==> config.mk <==
export PLATFORM = sky130hd
export DESIGN_NAME = periodic_timer_bank
export DESIGN_NICKNAME = d
export VERILOG_FILES = /design/src/sv/ptb_pkg.sv /design/src/sv/ptb_ctrl.sv /design/src/sv/ptb_dp.sv /design/src/sv/periodic_timer_bank.sv
export VERILOG_INCLUDE_DIRS = /design/src /design/src/sv
export SDC_FILE = /design/constraint.sdc
export NUM_CORES = 2
export LEC_CHECK = 0
export BUFFER_PORTS_ARGS = -buffer_cell sky130_fd_sc_hd__buf_4
export CAP_MARGIN = 20
export CORE_AREA = 3 3 328 653
export CTS_BUF_LIST = sky130_fd_sc_hd__clkbuf_4 sky130_fd_sc_hd__clkbuf_8
export DETAILED_ROUTE_END_ITERATION = 10
export DIE_AREA = 0 0 331 656
export HOLD_SLACK_MARGIN = 0.06
export PLACE_DENSITY = 0.54
export SKIP_LAST_GASP = 1
export SYNTH_ARGS = -nofsm -noshare
export SYNTH_HDL_FRONTEND = slang
export SYNTH_HIERARCHICAL = 1
export SYNTH_SLANG_ARGS = --single-unit
==> constraint.sdc <==
create_clock -name aclk -period 7.4 [get_ports aclk]
set_input_delay 0.74 -clock aclk [delete_from_list [all_inputs] [get_ports aclk]]
set_output_delay 0.74 -clock aclk [all_outputs]
set_load 0.005 [all_outputs]
==> src/sv/periodic_timer_bank_macros.svh <==
// ---------------------------------------------------------------------------
// Periodic timer bank assertion macros
// Concurrent assertion wrappers clocked on aclk and held off during reset.
// ---------------------------------------------------------------------------
`ifndef PERIODIC_TIMER_BANK_MACROS_SVH
`define PERIODIC_TIMER_BANK_MACROS_SVH
`ifndef SYNTH
`define PTB_ASSERT(lbl, prop, msg) \
    lbl: assert property (@(posedge aclk) disable iff (!aresetn) prop) \
        else $error(msg);
`define PTB_ASSERT_NEVER(lbl, cond, msg) \
    lbl: assert property (@(posedge aclk) disable iff (!aresetn) !(cond)) \
        else $error(msg);
`else
`define PTB_ASSERT(lbl, prop, msg)
`define PTB_ASSERT_NEVER(lbl, cond, msg)
`endif
`endif

==> src/sv/ptb_pkg.sv <==
// ---------------------------------------------------------------------------
// Periodic timer bank package
// Item types, operation codes and controller/datapath interface structs.
// ---------------------------------------------------------------------------
package ptb_pkg;

    localparam int SLOTS  = 16;
    localparam int SLOT_W = (SLOTS > 1) ? $clog2(SLOTS) : 1;

    localparam logic [31:0] NOT_FOUND_ID = 32'hFFFF_FFFF;

    // input item kinds
    localparam logic [2:0] KIND_CREATE  = 3'd0;
    localparam logic [2:0] KIND_START   = 3'd1;
    localparam logic [2:0] KIND_PAUSE   = 3'd2;
    localparam logic [2:0] KIND_DESTROY = 3'd3;
    localparam logic [2:0] KIND_FIND    = 3'd4;
    localparam logic [2:0] KIND_TICK    = 3'd5;

    // result kinds
    localparam logic [1:0] RES_CREATED = 2'd0;
    localparam logic [1:0] RES_FULL    = 2'd1;
    localparam logic [1:0] RES_FOUND   = 2'd2;
    localparam logic [1:0] RES_EXPIRED = 2'd3;

    typedef struct packed {
        logic [2:0]  kind;
        logic [31:0] timer_id;
        logic [15:0] task_id;
        logic [31:0] interval;
    } in_item_t;

    typedef struct packed {
        logic [1:0]  result_kind;
        logic [31:0] result_timer;
        logic [15:0] result_task;
        logic        found;
        logic        last;
    } out_item_t;

    typedef enum logic [3:0] {
        DP_NOP       = 4'd0,
        DP_CREATE    = 4'd1,
        DP_LOOKUP    = 4'd2,
        DP_FIND      = 4'd3,
        DP_FIND_EMIT = 4'd4,
        DP_TICK_UPD  = 4'd5,
        DP_SEL       = 4'd6,
        DP_SEL_EMIT  = 4'd7
    } dp_op_t;

    typedef struct packed {
        logic   load;
        dp_op_t op;
    } dp_cmd_t;

    typedef struct packed {
        logic scan_last;
        logic hit;
        logic fire_any;
        logic fire_rest;
        logic out_free;
    } dp_sts_t;

endpackage

==> src/sv/ptb_ctrl.sv <==
// ---------------------------------------------------------------------------
// Periodic timer bank controller
// Sequences slot scans for each item and issues datapath commands.
// ---------------------------------------------------------------------------
module ptb_ctrl (
    input  logic              aclk,
    input  logic              aresetn,
    input  logic              s_valid,
    output logic              s_ready,
    input  logic [2:0]        s_kind,
    input  ptb_pkg::dp_sts_t  sts,
    output ptb_pkg::dp_cmd_t  cmd
);
    import ptb_pkg::*;

    typedef enum logic [7:0] {
        ST_IDLE     = 8'b0000_0001,
        ST_CREATE   = 8'b0000_0010,
        ST_LOOKUP   = 8'b0000_0100,
        ST_FIND     = 8'b0000_1000,
        ST_FIND_OUT = 8'b0001_0000,
        ST_TICK_UPD = 8'b0010_0000,
        ST_TICK_SEL = 8'b0100_0000,
        ST_TICK_OUT = 8'b1000_0000
    } state_t;

    state_t state_reg, state_next;

    assign s_ready = (state_reg == ST_IDLE);

    always_comb begin
        state_next = state_reg;
        cmd.load   = 1'b0;
        cmd.op     = DP_NOP;
        case (state_reg)
            ST_IDLE: begin
                if (s_valid) begin
                    cmd.load = 1'b1;
                    case (s_kind)
                        KIND_CREATE:  state_next = ST_CREATE;
                        KIND_START:   state_next = ST_LOOKUP;
                        KIND_PAUSE:   state_next = ST_LOOKUP;
                        KIND_DESTROY: state_next = ST_LOOKUP;
                        KIND_FIND:    state_next = ST_FIND;
                        KIND_TICK:    state_next = ST_TICK_UPD;
                        default:      state_next = ST_IDLE;
                    endcase
                end
            end
            ST_CREATE: begin
                if (sts.out_free) begin
                    cmd.op     = DP_CREATE;
                    state_next = ST_IDLE;
                end
            end
            ST_LOOKUP: begin
                cmd.op = DP_LOOKUP;
                if (sts.hit || sts.scan_last) begin
                    state_next = ST_IDLE;
                end
            end
            ST_FIND: begin
                cmd.op = DP_FIND;
                if (sts.scan_last) begin
                    state_next = ST_FIND_OUT;
                end
            end
            ST_FIND_OUT: begin
                if (sts.out_free) begin
                    cmd.op     = DP_FIND_EMIT;
                    state_next = ST_IDLE;
                end
            end
            ST_TICK_UPD: begin
                cmd.op = DP_TICK_UPD;
                if (sts.scan_last) begin
                    state_next = ST_TICK_SEL;
                end
            end
            ST_TICK_SEL: begin
                if (!sts.fire_any) begin
                    state_next = ST_IDLE;
                end else begin
                    cmd.op = DP_SEL;
                    if (sts.scan_last) begin
                        state_next = ST_TICK_OUT;
                    end
                end
            end
            ST_TICK_OUT: begin
                if (sts.out_free) begin
                    cmd.op     = DP_SEL_EMIT;
                    state_next = sts.fire_rest ? ST_TICK_SEL : ST_IDLE;
                end
            end
            default: begin
                state_next = ST_IDLE;
            end
        endcase
    end

    always_ff @(posedge aclk) begin
        if (!aresetn) begin
            state_reg <= ST_IDLE;
        end else begin
            state_reg <= state_next;
        end
    end

endmodule

==> src/sv/ptb_dp.sv <==
// ---------------------------------------------------------------------------
// Periodic timer bank datapath
// Slot table, scan index, best-candidate tracking and result register.
// ---------------------------------------------------------------------------
`include "periodic_timer_bank_macros.svh"

module ptb_dp (
    input  logic               aclk,
    input  logic               aresetn,
    input  ptb_pkg::in_item_t  s_item,
    input  ptb_pkg::dp_cmd_t   cmd,
    output ptb_pkg::dp_sts_t   sts,
    output logic               m_valid,
    input  logic               m_ready,
    output ptb_pkg::out_item_t m_item
);
    import ptb_pkg::*;

    // slot table
    logic [SLOTS-1:0] valid_reg, valid_next;
    logic [SLOTS-1:0] running_reg, running_next;
    logic [SLOTS-1:0] fire_reg, fire_next;
    logic [31:0]      slot_ident_reg  [SLOTS];
    logic [15:0]      slot_owner_reg  [SLOTS];
    logic [31:0]      slot_period_reg [SLOTS];
    logic [31:0]      slot_ticks_reg  [SLOTS];
    logic [31:0]      next_ident_reg, next_ident_next;

    // item and scan
    in_item_t         in_reg, in_next;
    logic [SLOT_W-1:0] idx_reg, idx_next;
    logic             best_v_reg, best_v_next;
    logic [31:0]      best_id_reg, best_id_next;
    logic [15:0]      best_owner_reg, best_owner_next;
    logic [SLOT_W-1:0] best_slot_reg, best_slot_next;

    // result
    logic             out_valid_reg, out_valid_next;
    out_item_t        out_reg, out_next;

    logic              free_any;
    logic [SLOT_W-1:0] free_slot;
    logic              cur_valid, cur_running, cur_fire;
    logic [31:0]       cur_ident, cur_period, cur_ticks;
    logic [15:0]       cur_owner;
    logic              scan_last, hit, find_hit, sel_hit, out_free;
    logic [SLOTS-1:0]  best_mask;
    logic              fire_rest;
    logic [SLOT_W-1:0] idx_step;

    // lowest free slot
    always_comb begin
        free_any  = 1'b0;
        free_slot = '0;
        for (int i = SLOTS - 1; i >= 0; i--) begin
            if (!valid_reg[i]) begin
                free_any  = 1'b1;
                free_slot = SLOT_W'(i);
            end
        end
    end

    assign cur_valid   = valid_reg[idx_reg];
    assign cur_running = running_reg[idx_reg];
    assign cur_ident   = slot_ident_reg[idx_reg];
    assign cur_owner   = slot_owner_reg[idx_reg];
    assign cur_period  = slot_period_reg[idx_reg];
    assign cur_ticks   = slot_ticks_reg[idx_reg];
    assign cur_fire    = cur_valid && cur_running && (cur_ticks == cur_period);

    assign scan_last = (idx_reg == SLOT_W'(SLOTS - 1));
    assign idx_step  = scan_last ? '0 : idx_reg + SLOT_W'(1);
    assign hit       = cur_valid && (cur_ident == in_reg.timer_id);
    assign find_hit  = cur_valid && (cur_owner == in_reg.task_id) &&
                       (!best_v_reg || (cur_ident < best_id_reg));
    assign sel_hit   = fire_reg[idx_reg] && (!best_v_reg || (cur_ident < best_id_reg));
    assign best_mask = SLOTS'(1) << best_slot_reg;
    assign fire_rest = (fire_reg & ~best_mask) != '0;
    assign out_free  = !out_valid_reg || m_ready;

    assign sts.scan_last = scan_last;
    assign sts.hit       = hit;
    assign sts.fire_any  = (fire_reg != '0);
    assign sts.fire_rest = fire_rest;
    assign sts.out_free  = out_free;

    assign m_valid = out_valid_reg;
    assign m_item  = out_reg;

    always_comb begin
        valid_next      = valid_reg;
        running_next    = running_reg;
        fire_next       = fire_reg;
        next_ident_next = next_ident_reg;
        in_next         = in_reg;
        idx_next        = idx_reg;
        best_v_next     = best_v_reg;
        best_id_next    = best_id_reg;
        best_owner_next = best_owner_reg;
        best_slot_next  = best_slot_reg;
        out_valid_next  = out_valid_reg && !m_ready;
        out_next        = out_reg;

        if (cmd.load) begin
            in_next     = s_item;
            idx_next    = '0;
            best_v_next = 1'b0;
        end

        case (cmd.op)
            DP_CREATE: begin
                out_valid_next = 1'b1;
                out_next       = '0;
                out_next.last  = 1'b1;
                if (free_any) begin
                    valid_next[free_slot]   = 1'b1;
                    running_next[free_slot] = 1'b0;
                    next_ident_next         = next_ident_reg + 32'd1;
                    out_next.result_kind    = RES_CREATED;
                    out_next.result_timer   = next_ident_reg + 32'd1;
                end else begin
                    out_next.result_kind = RES_FULL;
                end
            end
            DP_LOOKUP: begin
                idx_next = idx_step;
                if (hit) begin
                    case (in_reg.kind)
                        KIND_START: running_next[idx_reg] = 1'b1;
                        KIND_PAUSE: running_next[idx_reg] = 1'b0;
                        KIND_DESTROY: begin
                            valid_next[idx_reg]   = 1'b0;
                            running_next[idx_reg] = 1'b0;
                        end
                        default: ;
                    endcase
                end
            end
            DP_FIND: begin
                idx_next = idx_step;
                if (find_hit) begin
                    best_v_next  = 1'b1;
                    best_id_next = cur_ident;
                end
            end
            DP_FIND_EMIT: begin
                out_valid_next        = 1'b1;
                out_next.result_kind  = RES_FOUND;
                out_next.result_timer = best_v_reg ? best_id_reg : NOT_FOUND_ID;
                out_next.result_task  = '0;
                out_next.found        = best_v_reg;
                out_next.last         = 1'b1;
            end
            DP_TICK_UPD: begin
                idx_next           = idx_step;
                fire_next[idx_reg] = cur_fire;
            end
            DP_SEL: begin
                idx_next = idx_step;
                if (sel_hit) begin
                    best_v_next     = 1'b1;
                    best_id_next    = cur_ident;
                    best_owner_next = cur_owner;
                    best_slot_next  = idx_reg;
                end
            end
            DP_SEL_EMIT: begin
                out_valid_next        = 1'b1;
                out_next.result_kind  = RES_EXPIRED;
                out_next.result_timer = best_id_reg;
                out_next.result_task  = best_owner_reg;
                out_next.found        = 1'b0;
                out_next.last         = !fire_rest;
                fire_next             = fire_reg & ~best_mask;
                best_v_next           = 1'b0;
            end
            default: ;
        endcase
    end

    always_ff @(posedge aclk) begin
        if (!aresetn) begin
            valid_reg      <= '0;
            running_reg    <= '0;
            fire_reg       <= '0;
            next_ident_reg <= '0;
            idx_reg        <= '0;
            best_v_reg     <= 1'b0;
            out_valid_reg  <= 1'b0;
        end else begin
            valid_reg      <= valid_next;
            running_reg    <= running_next;
            fire_reg       <= fire_next;
            next_ident_reg <= next_ident_next;
            idx_reg        <= idx_next;
            best_v_reg     <= best_v_next;
            out_valid_reg  <= out_valid_next;
        end
    end

    always_ff @(posedge aclk) begin
        in_reg         <= in_next;
        best_id_reg    <= best_id_next;
        best_owner_reg <= best_owner_next;
        best_slot_reg  <= best_slot_next;
        out_reg        <= out_next;
    end

    // slot payload: create fills a free slot, tick updates the scanned count
    always_ff @(posedge aclk) begin
        if (cmd.op == DP_CREATE && free_any) begin
            slot_ident_reg[free_slot]  <= next_ident_reg + 32'd1;
            slot_owner_reg[free_slot]  <= in_reg.task_id;
            slot_period_reg[free_slot] <= in_reg.interval;
            slot_ticks_reg[free_slot]  <= '0;
        end
        if (cmd.op == DP_TICK_UPD && cur_valid && cur_running) begin
            slot_ticks_reg[idx_reg] <= cur_fire ? 32'd1 : cur_ticks + 32'd1;
        end
    end

    `PTB_ASSERT(a_create_claims_slot, (cmd.op == DP_CREATE && free_any) |=> $countones(valid_reg) == $past($countones(valid_reg)) + 1, "create did not claim exactly one slot")
    `PTB_ASSERT_NEVER(a_running_is_valid, (running_reg & ~valid_reg) != '0, "running flag on a free slot")
    `PTB_ASSERT_NEVER(a_fire_is_running, (fire_reg & ~running_reg) != '0, "expiry pending on a stopped slot")

endmodule

==> src/sv/periodic_timer_bank.sv <==
// ---------------------------------------------------------------------------
// Periodic timer bank
// Table of periodic timers with create, start, pause, destroy, find and tick.
// ---------------------------------------------------------------------------
// One item is handled at a time; every command except create walks the slot
// table one slot per cycle, with S slots (16 here). Start/pause/destroy stop at
// the matching slot, find and tick walk the whole table, and a tick then picks
// each expiring timer in id order by a fresh pass of the shared compare unit
// over the table. A waiting result in the output register holds the block back
// only when the next result is ready to be loaded.
module periodic_timer_bank (
    input  logic               aclk,
    input  logic               aresetn,
    input  logic               s_valid,
    output logic               s_ready,
    input  ptb_pkg::in_item_t  s_item,
    output logic               m_valid,
    input  logic               m_ready,
    output ptb_pkg::out_item_t m_item
);
    import ptb_pkg::*;

    dp_cmd_t cmd;
    dp_sts_t sts;

    ptb_ctrl u_ctrl (
        .aclk    (aclk),
        .aresetn (aresetn),
        .s_valid (s_valid),
        .s_ready (s_ready),
        .s_kind  (s_item.kind),
        .sts     (sts),
        .cmd     (cmd)
    );

    ptb_dp u_dp (
        .aclk    (aclk),
        .aresetn (aresetn),
        .s_item  (s_item),
        .cmd     (cmd),
        .sts     (sts),
        .m_valid (m_valid),
        .m_ready (m_ready),
        .m_item  (m_item)
    );

endmodule

==> flow_summary.toml <==
[placement]
dpl_cell_area_mm2 = 0.0887
gp_congestion = 0.904
pre_cts_ws_ps = 1400
hpwlAfterDp_mm = 150
numPortBuffers = 140

[die]
io_pins = 141
fp.dieW_um = 331
fp.coreArea_mm2 = 0.210
die_y_um = 656
rows = 238
initial_core_util_pct = 39.8
die-area_mm2 = 0.217

[routing]
routedWlPerCell_um = 31.9
vias = 43900
vias_per_cell = 5.73
drt_iter0_drc = 3498
totalWireLength_mm = 244
route.detailed.drc = 0
final_antenna_net_count = 0
first_pass_iters = 5

[grt]
grt_first_pass_wirelength_mm = 343
globalRouteTotalUtil_pct = 22.4
grt_max_degree = 94
antenna_found_initial = 5
overflow = 0
grt_pass1_vias = 46400

[synthesis]
synth-edff-count = 1979
syn_inst = 4237
synthesis.nets = 4361
ys_types = 87
ys_seq_area_share_pct = 73.4
synthArstFlopShare_pct = 0
synth-seq-cells = 2077
ys.flop_type = "edfxtp_1"
avgSynthCellArea_um2 = 19.7
syn_area_mm2 = 0.0836
synth_warnings = 6

[setup_path]
reg2reg_to = "u_dp/best_id_reg[24]"
cp-end-kind = "register"
reg2reg_slack_ps = 1590
startpoint_type = "register"
cp.required_ps = 7990
worstRegToRegCells = 11
crit_type = "register to register"
crit_arrival_ps = 6400
critical_path.max_fanout = 37

[clocking]
clkTransAtPathRegs_ps = 70
clk_path_buf_depth = 4
insertion_delay_ps = 920
ctsHtreeMaxLevel = 5
cts_root_buffer = "clkbuf_8"
cts_tree = "done"
clock-sinks = 2077
numCtsBuffers = 290

[final_layout]
multi_input_area_mm2 = 0.0209
finish.instance_area_mm2 = 0.0952
nets = 4828
area_growth_pct = 13.9
final_common_cell = "edfxtp_1"
final_cell_mix = "edfxtp_1 (1979), mux4_2 (500), clkbuf_8 (301)"
final-seq-area_mm2 = 0.0614
fill_cells = 18300
drive_gt1_share_pct = 27.2

[hold_path]
min_to = "u_dp/m_valid"
holdPathStages = 2
min_path_type = "input pin to register"
holdCritStartpoint = "aresetn"

[timing]
relSlewSlack_pct = 22.4
fmax_ghz = 0.172
tns_ps = 0
finalMaxSlewViolations = 0
worst_slack_ps = 1590
hold_viol = 0
setup_viol = 0
post-route-period-util_pct = 78.5
rsz0062_at_grt = "false"
finalCriticalPeriod_ps = 5810
worstMarginPinSlew_ps = 1160
finClkSkew_ps = 56.5

[pwr]
vdd_ir_drop_max_uv = 244
p_leak_uw = 0.0300
power_density_mw_per_mm2 = 238

[run]
max-cap-violations = 0

[outcome]
status = "completed"
-- worst max path at each step --
| stage | startpoint | endpoint | slack [ps] |
|---|---|---|---|
| 5_1_grt | register | u_dp/best_id_reg[12] | 1330 |
| 6_report | register | u_dp/best_id_reg[24] | 1590 |
| 2_1_floorplan | u_ctrl/state_reg[2] | register | 1040 |
| 3_3_place_gp | register | u_dp/best_id_reg[27] | 1450 |
| 4_1_cts | register | u_dp/best_id_reg[24] | 1410 |
| 3_5_place_dp | register | u_dp/best_id_reg[8] | 1400 |
-- worst max-delay path, stage by stage, from the launching register on --
cell     delay, ps
dfxtp_4        920
buf_12         370
mux4_2         550
mux4_2         530
xnor2_1        230
nand4_1        190
nor4_1         430
buf_4          180
nand3_1        420
or3_1          550
a21oi_4        590
buf_4          380
-- synth_stat cells, drive strengths merged, types with 6 or more instances --
cell,number,share of area [%]
edfxtp,1979,71
mux4,500,13
nand2,159,0.72
buf,150,1.4
nor2,146,0.66
mux2i,116,1.4
dfxtp,98,2.3
xnor2,98,1.0
a21oi,74,0.45
xor2,72,0.75
inv,66,0.30
clkbuf,64,0.29
and3,52,0.39
nand3,51,0.31
o21ai,50,0.30
and2,45,0.34
ha,37,0.55
nand4,37,0.28
o21a,34,0.31
a22oi,33,0.30
a31oi,32,0.24
nor2b,32,0.24
a221o,29,0.35
nor3,26,0.16
nor4,20,0.18
a211oi,18,0.16
o211ai,18,0.16
a21boi,17,0.15
a21o,17,0.15
or3,15,0.11
nand2b,14,0.10
o22ai,14,0.10
o221ai,12,0.13
mux2,10,0.13
nor3b,9,0.081
a311o,8,0.096
o31ai,8,0.072
or4,7,0.063
a221oi,6,0.063
or2,6,0.045
-- power by group --
part           internal (uW)  total (uW)  switching [uW]
Combinational            231         570             339
Sequential             13000       13200             194
Clock                   4630        8900            4270
Total                  17800       22600            4810
-- routing by layer --
layer	vias to the layer above	global-route usage (%)	part of all wire [%]
met5	-	0	0.0053
met4	2	10.6	5.3
met3	489	2.72	4.2
met2	1426	41.6	55
met1	23700	25.2	36
li1	18300	-	-
-- cell type report --
class	count	area share, %
flip-flops and latches	2077	64.5
repair buffers	389	3.70
inverters	67	0.277
diodes	5	0.0131
clock inverters	102	0.850
multi-input cells	1879	22.0
clock buffers	387	5.03
well taps	2760	3.63
-- per-stage QoR --
step,hold WS [ps],power (uW),util (%),instances
final,150,22600,45.3,7666
after global routing,99.1,23400,45.3,7663
after CTS,60.2,22900,45.3,7660
after detailed placement,478,14000,42.2,7088
after global placement,466,14000,42.2,7087
after floorplan,429,13600,-,4237
-- timing repair --
| action | 4_1_cts | 5_1_grt |
|---|---|---|
| hold buffers | 83 | 0 |
| hold endpoints to repair | 83 | 0 |
| buffers inserted | 0 | 0 |
| resized for setup | 0 | 0 |
-- cell families after synthesis --
logic type / after synthesis / synth area share (%)
AO/OA/AOI/OAI: 403 / 3.39
XOR/XNOR: 170 / 1.78
adder cells (fa/ha/maj): 37 / 0.554
buffers and inverters: 281 / 1.95
flip-flops: 2077 / 73.4
multiplexers: 626 / 15.0
other: 1 / 0.00448
AND/OR/NAND/NOR: 642 / 3.92
Note: power is estimated with default switching activity, not from simulation.
